`config.mk`:
```
export PLATFORM = sky130hd
export DESIGN_NAME = tiler_command_decoder_top
export DESIGN_NICKNAME = d
export VERILOG_FILES = /design/src/tcd_pkg.sv /design/src/tcd_classify.sv /design/src/tcd_extract.sv /design/src/tiler_command_decoder_top.sv
export SDC_FILE = /design/constraint.sdc
export NUM_CORES = 1
export LEC_CHECK = 0
export ABC_AREA = 1
export BUFFER_PORTS_ARGS = -buffer_cell sky130_fd_sc_hd__buf_2
export CORE_UTILIZATION = 44
export CTS_CLUSTER_DIAMETER = 150
export DETAILED_ROUTE_END_ITERATION = 7
export GPL_TIMING_DRIVEN = 1
export PLACE_DENSITY = 0.61
export RECOVER_POWER = 50
export SLEW_MARGIN = 20
export SYNTH_ARGS = -nofsm -noshare
export SYNTH_HDL_FRONTEND = slang
export SYNTH_SLANG_ARGS = --single-unit
```
`constraint.sdc`:
```
create_clock -name clk_i -period 8.6 [get_ports clk_i]
set_input_delay 0 -clock clk_i [delete_from_list [all_inputs] [get_ports clk_i]]
set_output_delay 0 -clock clk_i [all_outputs]
set_load 0.01 [all_outputs]
```
`src/tcd_pkg.sv`:
```
// ----------------------------------------------------------------------------
// tcd_pkg
// shared types, opcode masks and the 0x10 group lookup for the tiler
// command decoder
// ----------------------------------------------------------------------------
package tcd_pkg;

  typedef enum logic [4:0] {
    KindEmpty        = 5'd0,
    KindDrawArrays   = 5'd1,
    KindDrawElements = 5'd2,
    KindIndexedDest  = 5'd3,
    KindIndices      = 5'd4,
    KindIndexedPsize = 5'd5,
    KindViewBottom   = 5'd6,
    KindViewTop      = 5'd7,
    KindViewLeft     = 5'd8,
    KindViewRight    = 5'd9,
    KindTiledDims    = 5'd10,
    KindUnknownOne   = 5'd11,
    KindPrimSetup    = 5'd12,
    KindPrimInit     = 5'd13,
    KindBlockStep    = 5'd14,
    KindLowPrimSize  = 5'd15,
    KindDepthNear    = 5'd16,
    KindDepthFar     = 5'd17,
    KindArrayAddr    = 5'd18,
    KindBlockStride  = 5'd19,
    KindEnd          = 5'd20,
    KindSemBegin     = 5'd21,
    KindSemEnd       = 5'd22,
    KindSemUnknown   = 5'd23,
    KindScissors     = 5'd24,
    KindVertexArray  = 5'd25,
    KindContinue     = 5'd26,
    KindUnknown      = 5'd27
  } kind_e;

  localparam logic [31:0] DrawMask     = 32'hffe00000;
  localparam logic [31:0] DrawElemCode = 32'h00200000;
  localparam logic [31:0] Group10Mask  = 32'hff000ff0;
  localparam logic [31:0] Group10Code  = 32'h10000100;
  localparam logic [31:0] ByteMask     = 32'hff000000;
  localparam logic [31:0] ArrayCode    = 32'h28000000;
  localparam logic [31:0] EndWord      = 32'h50000000;
  localparam logic [31:0] SemBeginWord = 32'h00010002;
  localparam logic [31:0] SemEndWord   = 32'h00010001;
  localparam logic [31:0] PrimInitWord = 32'h00000200;

  localparam logic [3:0] TopStride  = 4'h3;
  localparam logic [3:0] TopSem     = 4'h6;
  localparam logic [3:0] TopScissor = 4'h7;
  localparam logic [3:0] TopVertex  = 4'h8;
  localparam logic [3:0] TopCont    = 4'hf;

  localparam logic [3:0] PrimPoints = 4'h0;
  localparam logic [3:0] PrimLines  = 4'h3;
  localparam logic [3:0] PrimTris   = 4'h2;

  // payload handed from the classify stage to the extract stage
  typedef struct packed {
    kind_e       kind;
    logic [31:0] lo;
    logic [31:0] hi;
  } cls_word_t;

  function automatic kind_e group10_kind(input logic [3:0] code);
    kind_e k;
    case (code)
      4'h0:    k = KindIndexedDest;
      4'h1:    k = KindIndices;
      4'h2:    k = KindIndexedPsize;
      4'h5:    k = KindViewBottom;
      4'h6:    k = KindViewTop;
      4'h7:    k = KindViewLeft;
      4'h8:    k = KindViewRight;
      4'h9:    k = KindTiledDims;
      4'ha:    k = KindUnknownOne;
      4'hb:    k = KindPrimSetup;
      4'hc:    k = KindBlockStep;
      4'hd:    k = KindLowPrimSize;
      4'he:    k = KindDepthNear;
      4'hf:    k = KindDepthFar;
      default: k = KindUnknown;
    endcase
    return k;
  endfunction

endpackage

```
`src/tcd_classify.sv`:
```
// ----------------------------------------------------------------------------
// tcd_classify
// priority chain of mask-and-compare tests that picks the command kind,
// followed by one pipeline register
// ----------------------------------------------------------------------------
module tcd_classify import tcd_pkg::*; (
  input  logic        clk_i,
  input  logic        rst_ni,
  input  logic        valid_i,
  output logic        ready_o,
  input  logic [31:0] lo_i,
  input  logic [31:0] hi_i,
  output logic        valid_o,
  input  logic        ready_i,
  output cls_word_t   word_o
);

  logic      valid_q;
  cls_word_t word_q;
  cls_word_t word_d;
  kind_e     kind;
  kind_e     g10;

  assign g10 = group10_kind(hi_i[3:0]);

  always_comb begin
    kind = KindUnknown;
    if ((hi_i & DrawMask) == '0 || (hi_i & DrawMask) == DrawElemCode) begin
      if (lo_i == '0 && hi_i == '0) begin
        kind = KindEmpty;
      end else if (hi_i[21] == 1'b0) begin
        kind = KindDrawArrays;
      end else begin
        kind = KindDrawElements;
      end
    end else if ((hi_i & Group10Mask) == Group10Code && g10 != KindUnknown) begin
      // primitive setup with the init operand has a kind of its own
      if (g10 == KindPrimSetup && lo_i == PrimInitWord) begin
        kind = KindPrimInit;
      end else begin
        kind = g10;
      end
    end else if ((hi_i & ByteMask) == ArrayCode) begin
      kind = KindArrayAddr;
    end else if (hi_i[31:28] == TopStride) begin
      kind = KindBlockStride;
    end else if (hi_i == EndWord) begin
      kind = KindEnd;
    end else if (hi_i[31:28] == TopSem) begin
      if (lo_i == SemBeginWord) begin
        kind = KindSemBegin;
      end else if (lo_i == SemEndWord) begin
        kind = KindSemEnd;
      end else begin
        kind = KindSemUnknown;
      end
    end else if (hi_i[31:28] == TopScissor) begin
      kind = KindScissors;
    end else if (hi_i[31:28] == TopVertex) begin
      kind = KindVertexArray;
    end else if (hi_i[31:28] == TopCont) begin
      kind = KindContinue;
    end
  end

  assign word_d.kind = kind;
  assign word_d.lo   = lo_i;
  assign word_d.hi   = hi_i;

  assign ready_o = !valid_q || ready_i;

  always_ff @(posedge clk_i or negedge rst_ni) begin
    if (!rst_ni) begin
      valid_q <= 1'b0;
    end else if (ready_o) begin
      valid_q <= valid_i;
    end
  end

  always_ff @(posedge clk_i) begin
    if (ready_o && valid_i) begin
      word_q <= word_d;
    end
  end

  assign valid_o = valid_q;
  assign word_o  = word_q;

endmodule

```
`src/tcd_extract.sv`:
```
// ----------------------------------------------------------------------------
// tcd_extract
// pulls the kind-dependent fields out of the command pair and holds them
// in the output register
// ----------------------------------------------------------------------------
module tcd_extract import tcd_pkg::*; (
  input  logic        clk_i,
  input  logic        rst_ni,
  input  logic        valid_i,
  output logic        ready_o,
  input  cls_word_t   word_i,
  output logic        valid_o,
  input  logic        ready_i,
  output logic [4:0]  kind_o,
  output logic [31:0] a_o,
  output logic [31:0] b_o,
  output logic [15:0] c_o,
  output logic [15:0] d_o
);

  logic        valid_q;
  logic [4:0]  kind_q;
  logic [31:0] a_q, a_d;
  logic [31:0] b_q, b_d;
  logic [15:0] c_q, c_d;
  logic [15:0] d_q, d_d;
  logic [31:0] lo, hi;
  logic [1:0]  prim;

  assign lo = word_i.lo;
  assign hi = word_i.hi;

  always_comb begin
    case (lo[15:12])
      PrimPoints: prim = 2'd0;
      PrimLines:  prim = 2'd1;
      PrimTris:   prim = 2'd2;
      default:    prim = 2'd3;
    endcase
  end

  always_comb begin
    a_d = '0;
    b_d = '0;
    c_d = '0;
    d_d = '0;
    case (word_i.kind)
      KindDrawArrays, KindDrawElements: begin
        a_d = {16'd0, hi[7:0], lo[31:24]};
        b_d = {8'd0, lo[23:0]};
        c_d = {11'd0, hi[20:16]};
      end
      KindIndexedDest, KindIndices, KindIndexedPsize, KindViewBottom, KindViewTop,
      KindViewLeft, KindViewRight, KindUnknownOne, KindLowPrimSize, KindDepthNear,
      KindDepthFar, KindContinue: begin
        a_d = lo;
      end
      KindTiledDims: begin
        a_d = {24'd0, lo[31:24]} + 32'd1;
        b_d = {16'd0, lo[23:8]} + 32'd1;
      end
      KindPrimSetup: begin
        a_d = {30'd0, prim};
        b_d = {28'd0, lo[19:16]};
        c_d = {12'd0, lo[12:9]};
      end
      KindBlockStep: begin
        a_d = {28'd0, lo[31:28]};
        b_d = {20'd0, lo[27:16]};
        c_d = lo[15:0];
      end
      KindArrayAddr: begin
        a_d = lo;
        b_d = {8'd0, hi[23:0]} + 32'd1;
      end
      KindBlockStride: begin
        a_d = {24'd0, lo[7:0]};
      end
      KindScissors: begin
        a_d = {17'd0, hi[12:0], lo[31:30]};
        b_d = {13'd0, hi[31:13]} + 32'd1;
        c_d = {2'd0, lo[13:0]};
        d_d = {1'b0, hi[29:15]} + 16'd1;
      end
      KindVertexArray: begin
        a_d = lo;
        b_d = {hi[27:0], 4'd0};
      end
      default: begin
        a_d = '0;
      end
    endcase
  end

  assign ready_o = !valid_q || ready_i;

  always_ff @(posedge clk_i or negedge rst_ni) begin
    if (!rst_ni) begin
      valid_q <= 1'b0;
    end else if (ready_o) begin
      valid_q <= valid_i;
    end
  end

  always_ff @(posedge clk_i) begin
    if (ready_o && valid_i) begin
      kind_q <= word_i.kind;
      a_q    <= a_d;
      b_q    <= b_d;
      c_q    <= c_d;
      d_q    <= d_d;
    end
  end

  assign valid_o = valid_q;
  assign kind_o  = kind_q;
  assign a_o     = a_q;
  assign b_o     = b_q;
  assign c_o     = c_q;
  assign d_o     = d_q;

endmodule

```
`src/tiler_command_decoder_top.sv`:
```
// ----------------------------------------------------------------------------
// tiler_command_decoder_top
// decodes one 64-bit polygon-list-builder command per word into a command
// kind and four generic fields
// ----------------------------------------------------------------------------
// usage
//   input channel: in_valid_i / in_stall_o with word_low_i and word_high_i;
//   a word is taken at a clock edge where in_valid_i is high and in_stall_o
//   is low
//   output channel: out_valid_o / out_stall_i with command_kind_o and
//   field_a_o .. field_d_o; a word leaves where out_valid_o is high and
//   out_stall_i is low
//   path: a taken word passes the input register, the kind decode register
//   and the field extract register before out_valid_o rises; a stall can
//   hold it in any of them
//   throughput: one word per cycle while out_stall_i is low (three-stage
//   pipeline); each stage reloads in the same cycle its content moves on
//   stall: a full stage holds while the stage after it is held; empty
//   stages keep filling, so in_stall_o rises only once all three stages
//   are full and out_stall_i is high
//   reset: rst_ni clears the valid bits of all stages; the payload
//   registers are not reset, and nothing needs configuring
// ----------------------------------------------------------------------------
module tiler_command_decoder_top import tcd_pkg::*; (
  input  logic        clk_i,
  input  logic        rst_ni,
  input  logic        in_valid_i,
  output logic        in_stall_o,
  input  logic [31:0] word_low_i,
  input  logic [31:0] word_high_i,
  output logic        out_valid_o,
  input  logic        out_stall_i,
  output logic [4:0]  command_kind_o,
  output logic [31:0] field_a_o,
  output logic [31:0] field_b_o,
  output logic [15:0] field_c_o,
  output logic [15:0] field_d_o
);

  // stage 0: input register
  logic        s0_valid_q;
  logic [31:0] s0_lo_q;
  logic [31:0] s0_hi_q;
  logic        s0_ready;

  // stage 1 / stage 2 handshakes
  logic        s1_ready;
  logic        s1_valid;
  cls_word_t   s1_word;
  logic        s2_ready;

  assign s0_ready   = !s0_valid_q || s1_ready;
  assign in_stall_o = !s0_ready;

  always_ff @(posedge clk_i or negedge rst_ni) begin
    if (!rst_ni) begin
      s0_valid_q <= 1'b0;
    end else if (s0_ready) begin
      s0_valid_q <= in_valid_i;
    end
  end

  // payload only loads on an accepted word
  always_ff @(posedge clk_i) begin
    if (s0_ready && in_valid_i) begin
      s0_lo_q <= word_low_i;
      s0_hi_q <= word_high_i;
    end
  end

  // stage 1: priority chain picks the kind
  tcd_classify u_classify (
    .clk_i   (clk_i),
    .rst_ni  (rst_ni),
    .valid_i (s0_valid_q),
    .ready_o (s1_ready),
    .lo_i    (s0_lo_q),
    .hi_i    (s0_hi_q),
    .valid_o (s1_valid),
    .ready_i (s2_ready),
    .word_o  (s1_word)
  );

  // stage 2: field extraction into the output register
  tcd_extract u_extract (
    .clk_i   (clk_i),
    .rst_ni  (rst_ni),
    .valid_i (s1_valid),
    .ready_o (s2_ready),
    .word_i  (s1_word),
    .valid_o (out_valid_o),
    .ready_i (!out_stall_i),
    .kind_o  (command_kind_o),
    .a_o     (field_a_o),
    .b_o     (field_b_o),
    .c_o     (field_c_o),
    .d_o     (field_d_o)
  );

endmodule

```
==> metrics.csv <==
metric,value,unit
status,"finished, violations left",
violated_checks,"max-capacitance violations, max-slew violations",
max_freq,0.248,GHz
worstMarginPinSlew,2950,ps
hold_path.class,in -> reg,
post_synth_num_cell_types,52,
asyncSetResetFlopFracSynth,1.24,%
timing.final.max_slew_violations,54,
setup_clock_skew_after_layout,10.3,ps
accumulated_negative_setup_slack,0,ps
drt_first_iter_violations,906,
ctsHtreeMaxLevel,1,
die_area,26300,um2
crit_chain,"a21oi_1, buf_4",
clock_pin_slew_worst_setup_and_hold_paths,60,ps
gr-total-overflow,0,
drtAntennaViolNets,0,
grt_most_used_layer,met2,
met1_usage_grt,35.7,%
cts_inserted_buffers,25,
synth_enable_flop_cells,234,
post-route-period-util,46.8,%
post_route_cells_drive_above_1_share,11.5,%
wirelength,34.1,mm
cts_sinks,242,
port_buffers,170,
dr_total_vias,8964,
viasPerCell,5.33,
fin_util,54.8,%
portion_of_the_post_synthesis_area_used_by_sequential_elements,63.8,%
clock_tree_buf_depth,3,
endpoint_kind,flip-flop,
final.fill_count,2264,
diodes,0,
start_kind,flip-flop,
grt_max_degree,75,
via_count_of_the_first_global_routing_pass,8544,
synth.avg_cell_area,10.4,um2
cts_tree,built,
grt_antenna_before_repair,1,
use_met2,40.9,%
fp-row-count,58,
gp_routability_congestion,0.946,
leakage,5.41,nW
post-dp-hpwl,25.1,mm
worst_ep_arrival_time,4180,ps
io_pins,171,
die_h,162,um
critPathSlowestCell,sky130_fd_sc_hd__a21oi_1,
required,8750,ps
remaining_drc_errors,0,
ratio_of_total_power_to_cell_area,238,nW/um2
syn-instance-count,1083,
setup_viol,0,
initial_core_util,44.8,%
die_x,162,um
postSynthNetCount,1160,
clock_tree.root_cell,sky130_fd_sc_hd__clkbuf_16,
grt_setup_unrepaired,false,
power.ir.vdd_worst,0.000254,V
finalHoldViolations,0,
grt_util_met3,4.75,%
core-area,25200,um2
fin_nets,1412,
grt_first_pass_wirelength,50.2,mm
layout_min_cycle_time,4030,ps
cap_violations,2,
cts_resized,0,
fin_ws,4570,ps
worstPathMaxFanout,74,
clock_latency,530,ps
drt-wirelength-per-cell,20.3,um
critPathKind,reg -> reg,
yosys_register_bits,242,
ys.warnings.count,0,
drt_pre_antenna_iters,5,
timing.hold.ws,180,ps
area.growth.synth_to_final,22.2,%
netlist_area,11300,um2
yosys_most_used_dff,sky130_fd_sc_hd__edfxtp_1,
pre_cts_slack,5820,ps
tot_gr_track_use,25.9,%
cpPeakStageDelay,2160,ps
max-slew-margin-rel,-96.9,%
[per-layer routing]
metal / share of wire [%] / vias up / routed length [um]
met4: 3.4 / 0 / 1150
met1: 43 / 4186 / 14600
met5: 0 / - / 0
li1: - / 4265 / -
met2: 45 / 438 / 15400
met3: 8.8 / 75 / 3000
[synthesized netlist by cell type (all sizes together), types with 3 or more instances]
cell | number | area (um2)
edfxtp | 234 | 7030
nand2 | 179 | 724
inv | 170 | 641
nor2 | 152 | 636
nand3 | 82 | 425
o21ai | 58 | 317
a21oi | 35 | 190
nor3 | 29 | 160
o22ai | 27 | 169
nand4 | 26 | 169
buf | 17 | 106
o221ai | 12 | 105
ha | 9 | 113
nand3b | 7 | 52.6
o211ai | 6 | 45.0
dfxtp | 5 | 100
o2111ai | 4 | 35.0
a31oi | 3 | 18.8
dfrtp | 3 | 75.1
o21bai | 3 | 22.5
or2 | 3 | 18.8
xor2 | 3 | 26.3
[cells in the final DEF, fill, tap and decap left out, drive strengths merged, types with 12 or more instances in the layout]
| master | instances |
|---|---|
| a21oi | 35 |
| clkbuf | 141 |
| nand4 | 26 |
| nor3 | 29 |
| edfxtp | 234 |
| nand2 | 179 |
| nand3 | 82 |
| dlygate4sd3 | 69 |
| o22ai | 27 |
| o221ai | 12 |
| inv | 171 |
| buf | 63 |
| nor2 | 152 |
| o21ai | 58 |
[layout make-up]
class                   instances  area [um2]  area share (%)
flip-flops and latches        242        7200            52.2
multi-input cells             651        3320            24.1
repair buffers                244        1440            10.4
inverters                     171         644            4.67
clock buffers                  29         641            4.64
well taps                     330         413            2.99
clock inverters                16         144            1.04
[logic make-up (layout without fill, tap and decap cells)]
logic type	count (synthesis)	after routing	share of synthesized area [%]
buffers and inverters	190	460	6.71
AOI/OAI and AO/OA	155	155	8.54
adders and majority gates	9	9	0.997
and+or+nand+nor	483	483	19.7
xor gates and xnor gates	4	4	0.310
DFF	242	242	63.8
[sequential cells by signal (all words and copies together) (netlist names), 5 cells and up]
register and flops:
u_extract.kind_o 5, u_classify.g10 5, u_classify.word_o 69, u_extract.b_o 32, s0_hi_q 32, u_extract.c_o 16
u_extract.d_o 16, u_extract.a_o 32, s0_lo_q 32
[power by group]
part / internal (W) / switching, W
Clock: 0.000595 / 0.000447
Combinational: 0.000151 / 0.000405
Sequential: 0.00155 / 0.000134
[repair_timing]
action / in CTS / in global routing
hold endpoints to repair: 75 / 0
hold buffers: 69 / 0
buffers inserted: 0 / 0
endpoints found under the setup margin: 0 / 0
[worst paths after layout]
kind | slack [ps] | cells after the start | start | end
min in group asynchronous | 360 | 3 | rst_ni | s0_valid_q$_DFFE_PN0N_
setup reg to reg | 4570 | 2 | u_extract.valid_o$_DFFE_PN0P_ | u_extract.d_o[15]$_SDFFCE_PN0P_
hold / removal | 180 | 2 | word_high_i[30] | s0_hi_q[30]$_DFFE_PN_
setup / recovery | 4570 | 2 | u_extract.valid_o$_DFFE_PN0P_ | u_extract.d_o[15]$_SDFFCE_PN0P_
hold reg to reg | 450 | 0 | s0_lo_q[2]$_DFFE_PN_ | u_classify.word_o[34]$_DFFE_PP_
max in group asynchronous | 8080 | 3 | rst_ni | u_classify.valid_o$_DFFE_PN0P_
[worst max-delay path, delay by kind of cell (launching register included)]
kind,cells,cell delay [ps]
flip-flops,1,400
buffers and inverters,1,970
AO/OA/AOI/OAI,1,2160
[stage by stage]
step           power (W)  area, um2  instances
2_1_floorplan    0.00200      11300       1083
4_1_cts          0.00333      14000       1683
3_5_place_dp     0.00226      12500       1569
3_3_place_gp     0.00226      12500       1569
5_1_grt          0.00343      13800       1683
6_report         0.00329      13800       1683
(Power assumes the default switching activity.)
